<file path="config.mk">
export PLATFORM = sky130hd
export DESIGN_NAME = terminfo_param_expander_core
export DESIGN_NICKNAME = d
export VERILOG_FILES = /design/src/rtl/tpe_pkg.sv /design/src/rtl/tpe_queue.sv /design/src/rtl/tpe_front.sv /design/src/rtl/tpe_back.sv /design/src/rtl/terminfo_param_expander_core.sv
export SDC_FILE = /design/constraint.sdc
export NUM_CORES = 1
export LEC_CHECK = 0
export BUFFER_PORTS_ARGS = -buffer_cell sky130_fd_sc_hd__buf_2
export CORE_UTILIZATION = 55
export DETAILED_ROUTE_END_ITERATION = 12
export PLACE_DENSITY = 0.72
export SYNTH_ARGS = -nofsm -noshare
export SYNTH_HDL_FRONTEND = slang
export SYNTH_SLANG_ARGS = --single-unit
</file>
<file path="constraint.sdc">
create_clock -name clk -period 14.4 [get_ports clk]
set_input_delay 4.32 -clock clk [delete_from_list [all_inputs] [get_ports clk]]
set_output_delay 4.32 -clock clk [all_outputs]
set_load 0.005 [all_outputs]
</file>
<file path="src/rtl/tpe_pkg.sv">
// ----------------------------------------------------------------------------
// tpe_pkg: shared types and constants for the terminal parameter expander
// Character codes, value limits and the job record that the front part
// hands to the back part through the job queue.
// ----------------------------------------------------------------------------
package tpe_pkg;

	localparam int unsigned STACK_DEPTH_DEF = 8;

	localparam int unsigned QUEUE_DEPTH = 4;
	localparam int unsigned QPTR_W      = $clog2(QUEUE_DEPTH);

	localparam logic [7:0] CHAR_PCT  = 8'h25; // '%'
	localparam logic [7:0] CHAR_I    = 8'h69; // 'i'
	localparam logic [7:0] CHAR_P    = 8'h70; // 'p'
	localparam logic [7:0] CHAR_D    = 8'h64; // 'd'
	localparam logic [7:0] CHAR_ZERO = 8'h30; // '0'
	localparam logic [7:0] CHAR_ONE  = 8'h31; // '1'
	localparam logic [7:0] CHAR_TWO  = 8'h32; // '2'

	localparam logic [7:0] VALUE_MAX = 8'd199;

	// One unit of output work: a literal byte, or a non-zero value to print
	typedef struct packed {
		logic       is_num;
		logic [7:0] val;
	} job_t;

endpackage

</file>
<file path="src/rtl/tpe_queue.sv">
// ----------------------------------------------------------------------------
// tpe_queue: short job queue between front and back
// Register-based first-in first-out store; push and pop may share a cycle.
// ----------------------------------------------------------------------------
module tpe_queue (
	input  logic          clk,
	input  logic          arst_n,
	input  logic          push,
	input  tpe_pkg::job_t push_job,
	output logic          full,
	input  logic          pop,
	output tpe_pkg::job_t head_job,
	output logic          not_empty
);
	import tpe_pkg::*;

	job_t              mem_q [QUEUE_DEPTH];
	logic [QPTR_W-1:0] wr_ptr_q;
	logic [QPTR_W-1:0] rd_ptr_q;
	logic [QPTR_W:0]   count_q;
	logic              do_push;
	logic              do_pop;

	assign full      = (count_q == (QPTR_W+1)'(QUEUE_DEPTH));
	assign not_empty = (count_q != '0);
	assign head_job  = mem_q[rd_ptr_q];
	assign do_push   = push && !full;
	assign do_pop    = pop && not_empty;

	always_ff @(posedge clk or negedge arst_n) begin
		if (!arst_n) begin
			wr_ptr_q <= '0;
			rd_ptr_q <= '0;
			count_q  <= '0;
		end else begin
			if (do_push) begin
				wr_ptr_q <= wr_ptr_q + 1'b1;
			end
			if (do_pop) begin
				rd_ptr_q <= rd_ptr_q + 1'b1;
			end
			if (do_push && !do_pop) begin
				count_q <= count_q + 1'b1;
			end else if (do_pop && !do_push) begin
				count_q <= count_q - 1'b1;
			end
		end
	end

	always_ff @(posedge clk) begin
		if (do_push) begin
			mem_q[wr_ptr_q] <= push_job;
		end
	end

endmodule

</file>
<file path="src/rtl/tpe_front.sv">
// ----------------------------------------------------------------------------
// tpe_front: format byte parser
// Accepts one format byte per cycle unless queue_full, updates parameters,
// value stack and parse phase, and queues a job for every byte that outputs.
// ----------------------------------------------------------------------------
module tpe_front #(
	parameter int unsigned STACK_DEPTH = tpe_pkg::STACK_DEPTH_DEF
) (
	input  logic          clk,
	input  logic          arst_n,
	input  logic          in_valid,
	output logic          in_ready,
	input  logic [7:0]    fmt_byte,
	input  logic [7:0]    param_one,
	input  logic [7:0]    param_two,
	input  logic          start_req,
	output logic          job_push,
	output tpe_pkg::job_t job,
	input  logic          queue_full
);
	import tpe_pkg::*;

	localparam int unsigned CNT_W = $clog2(STACK_DEPTH + 1);
	localparam int unsigned IDX_W = $clog2(STACK_DEPTH);

	typedef enum logic [1:0] {
		PH_LIT,
		PH_PCT,
		PH_PUSH
	} phase_t;

	function automatic logic [7:0] clamp_val(input logic [7:0] v);
		return (v > VALUE_MAX) ? VALUE_MAX : v;
	endfunction

	function automatic logic [7:0] bump_val(input logic [7:0] v);
		return (v >= VALUE_MAX) ? VALUE_MAX : v + 8'd1;
	endfunction

	logic [7:0]       stack_q [STACK_DEPTH];
	logic [CNT_W-1:0] count_q;
	logic [7:0]       held_one_q;
	logic [7:0]       held_two_q;
	phase_t           phase_q;

	logic             accept;
	logic [7:0]       clamp_one;
	logic [7:0]       clamp_two;
	logic [CNT_W-1:0] eff_count;
	logic [7:0]       eff_one;
	logic [7:0]       eff_two;
	phase_t           eff_phase;

	logic             do_push;
	logic [7:0]       push_val;
	logic             do_pop;
	logic             do_bump;
	logic [7:0]       top_val;
	logic [IDX_W-1:0] top_idx;
	logic             stack_full;
	phase_t           next_phase;
	logic [CNT_W-1:0] next_count;

	assign in_ready  = !queue_full;
	assign accept    = in_valid && in_ready;

	assign clamp_one = clamp_val(param_one);
	assign clamp_two = clamp_val(param_two);
	assign eff_count = start_req ? CNT_W'(2) : count_q;
	assign eff_one   = start_req ? clamp_one : held_one_q;
	assign eff_two   = start_req ? clamp_two : held_two_q;
	assign eff_phase = start_req ? PH_LIT : phase_q;

	assign stack_full = (eff_count == CNT_W'(STACK_DEPTH));
	assign top_idx    = IDX_W'(count_q - 1'b1);
	assign top_val    = (count_q == '0) ? 8'd0 : stack_q[top_idx];

	always_comb begin
		do_push    = 1'b0;
		push_val   = 8'd0;
		do_pop     = 1'b0;
		do_bump    = 1'b0;
		next_phase = PH_LIT;
		job_push   = 1'b0;
		job.is_num = 1'b0;
		job.val    = fmt_byte;
		unique case (eff_phase)
			PH_PUSH: begin
				do_push = 1'b1;
				if (fmt_byte == CHAR_ONE) begin
					push_val = eff_one;
				end else if (fmt_byte == CHAR_TWO) begin
					push_val = eff_two;
				end
			end
			PH_PCT: begin
				if (fmt_byte == CHAR_I) begin
					do_bump = 1'b1;
				end else if (fmt_byte == CHAR_P) begin
					next_phase = PH_PUSH;
				end else if (fmt_byte == CHAR_D) begin
					// a pop of zero, or from an empty stack, prints nothing
					do_pop     = 1'b1;
					job.is_num = 1'b1;
					job.val    = top_val;
					job_push   = accept && (top_val != 8'd0);
				end
			end
			default: begin
				if (fmt_byte == CHAR_PCT) begin
					next_phase = PH_PCT;
				end else begin
					job_push = accept;
				end
			end
		endcase
	end

	always_comb begin
		next_count = eff_count;
		if (do_push && !stack_full) begin
			next_count = eff_count + 1'b1;
		end else if (do_pop && count_q != '0) begin
			next_count = count_q - 1'b1;
		end
	end

	always_ff @(posedge clk or negedge arst_n) begin
		if (!arst_n) begin
			count_q    <= '0;
			held_one_q <= 8'd0;
			held_two_q <= 8'd0;
			phase_q    <= PH_LIT;
		end else if (accept) begin
			count_q    <= next_count;
			phase_q    <= next_phase;
			held_one_q <= do_bump ? bump_val(eff_one) : eff_one;
			held_two_q <= do_bump ? bump_val(eff_two) : eff_two;
		end
	end

	// Stack entries hold no reset: only entries below the count are read
	always_ff @(posedge clk) begin
		if (accept) begin
			for (int i = 0; i < STACK_DEPTH; i++) begin
				if (do_push && !stack_full && eff_count == CNT_W'(i)) begin
					stack_q[i] <= push_val;
				end else if (do_bump && i < 2 && count_q > CNT_W'(i)) begin
					stack_q[i] <= bump_val(stack_q[i]);
				end else if (start_req && i == 0) begin
					stack_q[i] <= clamp_two;
				end else if (start_req && i == 1) begin
					stack_q[i] <= clamp_one;
				end
			end
		end
	end

endmodule

</file>
<file path="src/rtl/tpe_back.sv">
// ----------------------------------------------------------------------------
// tpe_back: character emitter
// Takes jobs from the queue, turns values into decimal digits and sends one
// character per cycle while out_ready is high, marking the last of each job.
// ----------------------------------------------------------------------------
module tpe_back (
	input  logic          clk,
	input  logic          arst_n,
	input  logic          job_valid,
	input  tpe_pkg::job_t job,
	output logic          job_pop,
	output logic          out_valid,
	input  logic          out_ready,
	output logic [7:0]    out_byte,
	output logic          out_last
);
	import tpe_pkg::*;

	logic       busy_q;
	logic [1:0] idx_q;
	logic [1:0] num_q;
	logic [7:0] char_q [3];

	logic       on_last;
	logic       load;
	logic [6:0] rest;
	logic [14:0] prod;
	logic [3:0] tens;
	logic [6:0] tens_x10;
	logic [3:0] ones;
	logic [1:0] ld_num;
	logic [7:0] ld_char [3];

	assign on_last   = (idx_q == num_q - 2'd1);
	assign out_valid = busy_q;
	assign out_byte  = char_q[idx_q];
	assign out_last  = on_last;
	assign load      = !busy_q || (out_ready && on_last);
	assign job_pop   = load;

	// Split the value: rest below 100, tens by reciprocal multiply
	always_comb begin
		rest     = (job.val >= 8'd100) ? 7'(job.val - 8'd100) : job.val[6:0];
		prod     = 15'(rest) * 15'd205;
		tens     = prod[14:11];
		tens_x10 = 7'({tens, 3'b000}) + 7'({tens, 1'b0});
		ones     = 4'(rest - tens_x10);
		ld_char[0] = job.val;
		ld_char[1] = 8'd0;
		ld_char[2] = 8'd0;
		ld_num     = 2'd1;
		if (job.is_num) begin
			if (job.val >= 8'd100) begin
				ld_char[0] = CHAR_ONE;
				ld_char[1] = CHAR_ZERO + 8'(tens);
				ld_char[2] = CHAR_ZERO + 8'(ones);
				ld_num     = 2'd3;
			end else if (job.val >= 8'd10) begin
				ld_char[0] = CHAR_ZERO + 8'(tens);
				ld_char[1] = CHAR_ZERO + 8'(ones);
				ld_num     = 2'd2;
			end else begin
				ld_char[0] = CHAR_ZERO + 8'(ones);
			end
		end
	end

	always_ff @(posedge clk or negedge arst_n) begin
		if (!arst_n) begin
			busy_q <= 1'b0;
			idx_q  <= 2'd0;
			num_q  <= 2'd1;
		end else if (load) begin
			busy_q <= job_valid;
			idx_q  <= 2'd0;
			num_q  <= ld_num;
		end else if (out_ready) begin
			idx_q  <= idx_q + 2'd1;
		end
	end

	always_ff @(posedge clk) begin
		if (load) begin
			char_q <= ld_char;
		end
	end

endmodule

</file>
<file path="src/rtl/terminfo_param_expander_core.sv">
// ----------------------------------------------------------------------------
// terminfo_param_expander_core: terminal control string expander
// Expands a parameterised terminal control string, one format byte at a
// time, into the characters to send to the terminal.
// ----------------------------------------------------------------------------
// Usage:
//   Input stream (s_*): one format byte per transfer, with the row and
//   column parameters alongside. s_tuser marks the first byte of a string;
//   on that transfer the parameters are latched (clamped to 199) and the
//   value stack is reloaded with the column below the row.
//   Output stream (m_*): one character per transfer; m_tlast marks the
//   final character produced by a format byte. Bytes such as '%', '%p1'
//   or '%i' produce no transfer at all.
//   A byte's job is written into the job queue, and the emitter then
//   loads it into its character registers before the first character
//   is presented on m_tvalid. Throughput: one input byte per cycle; the
//   output side sends one character per cycle while m_tready is high, so a
//   %d printing three digits occupies the emitter for three characters. A
//   four-entry job queue between parser and emitter absorbs such bursts;
//   the parser stalls only when it is full.
//   When the receiver holds m_tready low, the current character holds and
//   the queue fills; s_tready drops once all four entries are taken.
//   Reset clears the stack count, both parameters and the parse phase, and
//   empties the queue and the emitter.
// ----------------------------------------------------------------------------
module terminfo_param_expander_core #(
	parameter int unsigned STACK_DEPTH = tpe_pkg::STACK_DEPTH_DEF
) (
	input  logic        clk,
	input  logic        arst_n,
	input  logic        s_tvalid,
	output logic        s_tready,
	input  logic [23:0] s_tdata,  // fmt_byte[7:0], param_one[15:8], param_two[23:16]
	input  logic        s_tuser,  // start_req
	output logic        m_tvalid,
	input  logic        m_tready,
	output logic [7:0]  m_tdata,  // out_byte[7:0]
	output logic        m_tlast   // last
);
	import tpe_pkg::*;

	job_t front_job;
	logic front_push;
	logic queue_full;
	job_t head_job;
	logic head_valid;
	logic back_pop;

	// Parser: classify each byte, update stack and parameters
	tpe_front #(
		.STACK_DEPTH(STACK_DEPTH)
	) u_front (
		.clk        (clk),
		.arst_n     (arst_n),
		.in_valid   (s_tvalid),
		.in_ready   (s_tready),
		.fmt_byte   (s_tdata[7:0]),
		.param_one  (s_tdata[15:8]),
		.param_two  (s_tdata[23:16]),
		.start_req  (s_tuser),
		.job_push   (front_push),
		.job        (front_job),
		.queue_full (queue_full)
	);

	// Hold pending jobs so that each side stalls on its own
	tpe_queue u_queue (
		.clk       (clk),
		.arst_n    (arst_n),
		.push      (front_push),
		.push_job  (front_job),
		.full      (queue_full),
		.pop       (back_pop),
		.head_job  (head_job),
		.not_empty (head_valid)
	);

	// Emitter: advance one character per output transfer
	tpe_back u_back (
		.clk       (clk),
		.arst_n    (arst_n),
		.job_valid (head_valid),
		.job       (head_job),
		.job_pop   (back_pop),
		.out_valid (m_tvalid),
		.out_ready (m_tready),
		.out_byte  (m_tdata),
		.out_last  (m_tlast)
	);

endmodule
</file>
# == Word level (Yosys, flattened, before mapping) ==
# Memory sizes are Yosys's and may differ from the RTL's.
# Index checks and enable logic that the tools add are counted.
# word_totals
out_inout_bits,11
in_bits,29
latch_bits,0
romBits,0
regBits,58
mem_bits_rw,100
n_memories,2
# classes
add_sub_neg,17
multipliers,1
eq_ne,18
n_lt_le_gt_ge,11
div_mod_pow,0
muxes,119
n_shift,0
n_bitwise,5
n_reduce_logical,39
# memory_table
name,depth,word_bits,read_ports,rd_ports_with_merged_regs,wr,line,source
u_front.stack_q,8,8,3,0,2,tpe_front.sv:40,logic [7:0] stack_q [STACK_DEPTH];
u_queue.mem_q,4,9,1,0,1,tpe_queue.sv:17,job_t mem_q [QUEUE_DEPTH];
# op_table
operator,n
$mux W8,29
$mux W1,61
$reduce_or A8 Y1,6
$mux W9,4
$add A8 B1 Y8 const B,4
$ge A8 B8 Y1 const B,4
$eq A8 B6 Y1 const B,3
$eq A8 B7 Y1 const B,3
$mux W24,1
$mux W3,8
$logic_and A1 B1 Y1,19
$bmux W8 S2,1
$eq A4 B3 Y1 const B,4
$gt A8 B8 Y1 const B,2
$mux W16,1
$mux W2,8
$mul A7 B8 Y15 const B,1
$add A6 B4 Y7 const A,2
$mux W4,3
$eq A4 B2 Y1 const B,2
$ge A8 B4 Y1 const B,1
$ge A8 B7 Y1 const B,1
$gt A4 B1 Y1 const B,2
$logic_not A4 Y1,2
28 further kinds,38

# == Longest topological paths before layout ==
# depth
word_depth,16
ltp_mapped,27

# == Cells and area by module ==
# A second synthesis with hierarchy kept.
# unflattened
cells_unflattened,810
area_unflattened_um2,9412.8
# modules_own_cells
mod,seq_area_each_um2,area_per_inst_um2,n_inst,cells_per_inst
tpe_front,2472.4,5295.1,1,485
tpe_back,666.9,2381.0,1,243
tpe_queue,1256.2,1736.7,1,82

# == Worst setup path before layout ==
# OpenSTA, ideal clock, no wires.
# synth_path
path_type,input to register
startpoint,input port s_tuser
endpoint,register u_queue.count_q[2]
n_path_buf,3
cell_stages,15
t_arrival_ns,7.572
slack_ns,6.749
cell_sequence,clkbuf_1 buf_1 nor2b_1 ha_1 nand2_1 nor4bb_1 clkbuf_1 a21oi_1 nor3b_1 ha_1 inv_1 fa_1 xor2_1 nor2_1 xor2_1
# synth_via
elab_chain_cells,7
# synth_lines
element,line,source
start: declaration,terminfo_param_expander_core.sv:34,"input logic s_tuser,"
$mux W2 (*),tpe_front.sv:72,assign eff_phase = start_req ? PH_LIT : phase_q;
$eq A2 B1 Y1 / $eq A2 B2 Y1 (equally long branches),tpe_front.sv:87,unique case (eff_phase)
$pmux W1 S2 (*),tpe_front.sv:87,
$logic_and A1 B1 Y1 (*),tpe_queue.sv:27,assign do_push = push && !full;
named net u_queue.do_push,tpe_queue.sv:21,logic do_push;
$logic_not A1 Y1,tpe_queue.sv:44,end else if (do_pop && !do_push) begin
$logic_and A1 B1 Y1,tpe_queue.sv:44,
$reduce_bool A2 Y1 (no line),n/a,
end signal: assignment,tpe_queue.sv:43,count_q <= count_q + 1'b1;
end signal: assignment,tpe_queue.sv:45,count_q <= count_q - 1'b1;
end: declaration,tpe_queue.sv:20,logic [QPTR_W:0] count_q;
# Mark *: on every way through the listed nets, which the timed path passes. The rest lies on a longest branch.
# A chain may end at the register's enable or synchronous reset.

# == Worst setup path in the final report ==
# Ends and elaborated chain as after synthesis.

==> flow_summary.toml <==
[worst_setup_path]
crit_end = "u_queue.count_q[2]"
critPathLaunchType = "primary input"
end_kind = "flip-flop"
crit_type = "in -> reg"
worstPathRequired_ps = 14740
r2r_cells = 24
critical_path.max_fanout = 34
r2r-end = "u_back.char_q[19]"
r2r_slack_ps = 7060
r2r_start = "u_queue.rd_ptr_q[0]"
cp.arrival_ps = 9040
startpoint = "s_tuser"

[cts]
clkTransAtPathRegs_ps = 60
cts.sinks = 152
tritoncts = "yes"
clk_latency_ps = 420
cts_setup_buffers = 0
cts_buffers = 17
cts_resized = 0
clock_tree.buffer_depth = 2
cts_root_buffer = "clkbuf_16"
cts_hold_buf = 0
h-tree-depth = 4

[timing]
fmax_ghz = 0.115
slew_headroom_pct = 18.6
setup_viol_count_final = 0
fin_setup_tns_ps = 0
slew_violations = 0
rsz0062_at_grt = "no"
tightest_slew_ps = 1200
min_period_ps = 8700
fin_worst_skew_ps = 10.9
hold_violations = 0
fin_crit_sh_pct = 60.4

[hold_path]
hold_class = "reg -> reg"

[detailed_routing]
wl_um = 20600
routed_via_density = 6.14
drtAntennaViolNets = 0
drt_pass1_iterations = 10
vias = 6586
drc = 0
drtIter0Drc = 557
routedWlPerCell_um = 19.2

[synth]
synth_commonest_cells = "edfxtp_1, nand2_1, inv_1"
synth_top_area_cell = "edfxtp_1"
synth-seq-cells = 152
synth_compound_area_share_pct = 12.7
synth-edff-count = 118
synth_simple_gate_area_share_pct = 13.2
synth_mux_area_share_pct = 8.51
synth_xor_xnor_area_share_pct = 4.11
syn_area_um2 = 9080
async_reset_ff_share_pct = 22.4
yosysMostFrequentCell = "edfxtp_1"
synth_top_area_share_pct = 39.0
synth-main-ff-cell = "edfxtp_1"
synth_fa_ha_area_share_pct = 9.56
synth_cells = 808
synth.avg_cell_area_um2 = 11.2
ys_seq_area_share_pct = 48.4
synth_top_family_by_area = "simple AND/OR/NAND/NOR gates"
yosysWarnings = 0
synth_nets = 901
synth_area_leaders = "edfxtp_1, dfrtp_1, ha_1, mux4_2, nand2_1"
synth.distinct_cells = 68

[placement]
port_buffers = 39
placed_cell_area_um2 = 9470
hpwl_um = 15400
dp.cells = 1041
place_congestion = 0.937

[floorplanning]
dieArea_um2 = 17000
ios = 40
start_util_pct = 56.8
core_um2 = 16000
die_w_um = 131
num_rows = 46
die_h_um = 131

[finish]
drive_gt1_share_pct = 13.8
antennaDiodeCount = 0
postLayoutCellArea_um2 = 10000
fill_cells = 1292
area_delta_synth_final_pct = 10.6
layout.nets = 937
final_cells = 1073

[global_route]
grt_use_total_pct = 26.0
overflow = 0
grt_pass1_vias = 6546
grt_max_degree = 35
grt_pass1_wl_um = 33300
antenna_found_initial = 0

[status]
run_status = "completed"

[run]
maxCapViolCount = 0
==> worst max-delay path, cell delays in order <==
cell      delay (ps)
buf_2            460
clkinv_1         620
nand2_1          240
ha_1             190
nand2_1           90
nor4bb_2        1040
a21oi_1          150
nor3b_1          690
ha_1             320
inv_1             70
fa_1             430
xor2_1           150
nor2_1           110
xor2_1           160
==> metrics by stage <==
stage | setup WS, ps | utilization [%] | hold WS [ps]
3_3_place_gp | 5590 | 59.2 | 454
6_report | 5700 | 62.8 | 471
3_5_place_dp | 5330 | 59.2 | 459
4_1_cts | 5760 | 62.8 | 471
5_1_grt | 5200 | 62.8 | 498
2_1_floorplan | 6750 | - | 439
==> cell families (layout without fill, tap and decap cells) <==
group                      after synthesis  count (layout)
and+or+nand+nor                        245             245
AOI/OAI and AO/OA                      177             177
DFF                                    152             152
buffers and inverters                   83             132
adders and majority gates               64              64
muxes                                   46              46
xor gates and xnor gates                41              41
==> how the worst min path moves through the flow <==
stage	start	end	depth (start not counted)	slack, ps
2_1_floorplan	u_front.phase_q[1]	u_front.phase_q[1]	2	440
3_3_place_gp	u_front.phase_q[1]	u_front.phase_q[1]	2	450
3_5_place_dp	u_front.phase_q[1]	u_front.phase_q[1]	2	460
4_1_cts	u_front.phase_q[1]	u_front.phase_q[1]	2	470
5_1_grt	u_front.held_one_q[2]	u_front.held_one_q[2]	1	500
6_report	u_front.phase_q[1]	u_front.phase_q[1]	2	470
==> cell type report <==
type / instances / area, µm² / area share (%)
Inverter: 57 / 214 / 2.13
Clock inverter: 14 / 148 / 1.47
Sequential cell: 152 / 4400 / 43.7
Multi-Input combinational cell: 573 / 4370 / 43.5
Clock buffer: 18 / 429 / 4.27
Timing Repair Buffer: 43 / 225 / 2.24
Tap cell: 216 / 270 / 2.69
==> routing by layer <==
metal / share of wire [%] / routed length, µm / up-vias / GRT usage (%)
met4: 3.0 / 624 / 0 / 11.4
met2: 49 / 10200 / 257 / 44.0
met5: 0 / 0 / - / 0
met3: 5.6 / 1160 / 47 / 4.97
li1: - / - / 3072 / -
met1: 42 / 8630 / 3210 / 32.5
==> layout by cell type, fill, tap and decap left out, types with 4 or more instances in the layout <==
cell	synthesis	routed
buf_4	0	4
nor4_1	6	6
mux4_2	23	23
or2_2	6	6
ha_1	55	55
fa_1	9	9
nand2b_1	9	9
a21o_1	8	8
nor2_1	49	49
inv_1	56	56
mux2_2	7	7
clkbuf_16	0	17
a21oi_1	53	53
mux2i_1	15	15
nor3_1	15	15
xor2_1	18	18
o31ai_1	7	7
dfrtp_1	33	33
buf_2	5	39
nor2b_1	11	11
a31oi_1	18	18
a22o_1	5	5
edfxtp_1	118	118
o21ai_0	38	38
nand2_1	84	84
xnor2_1	22	22
o22ai_1	10	10
and3_1	12	12
and2_1	15	15
nand3_1	16	16
clkinvlp_4	0	5
nor3b_1	7	7
==> sequential cells by signal (all words and copies together) (netlist names), 3 cells and up <==
name and count:
u_back.char_q 18, u_front.held_one_q 8, u_front.count_q 4, u_queue.count_q 3, u_front.stack_q 64, u_front.held_two_q 8, u_queue.mem_q 36
Power is left out: the tool's default activity adds up to more than one toggle a clock period on the data nets, which glitch-free logic cannot reach.
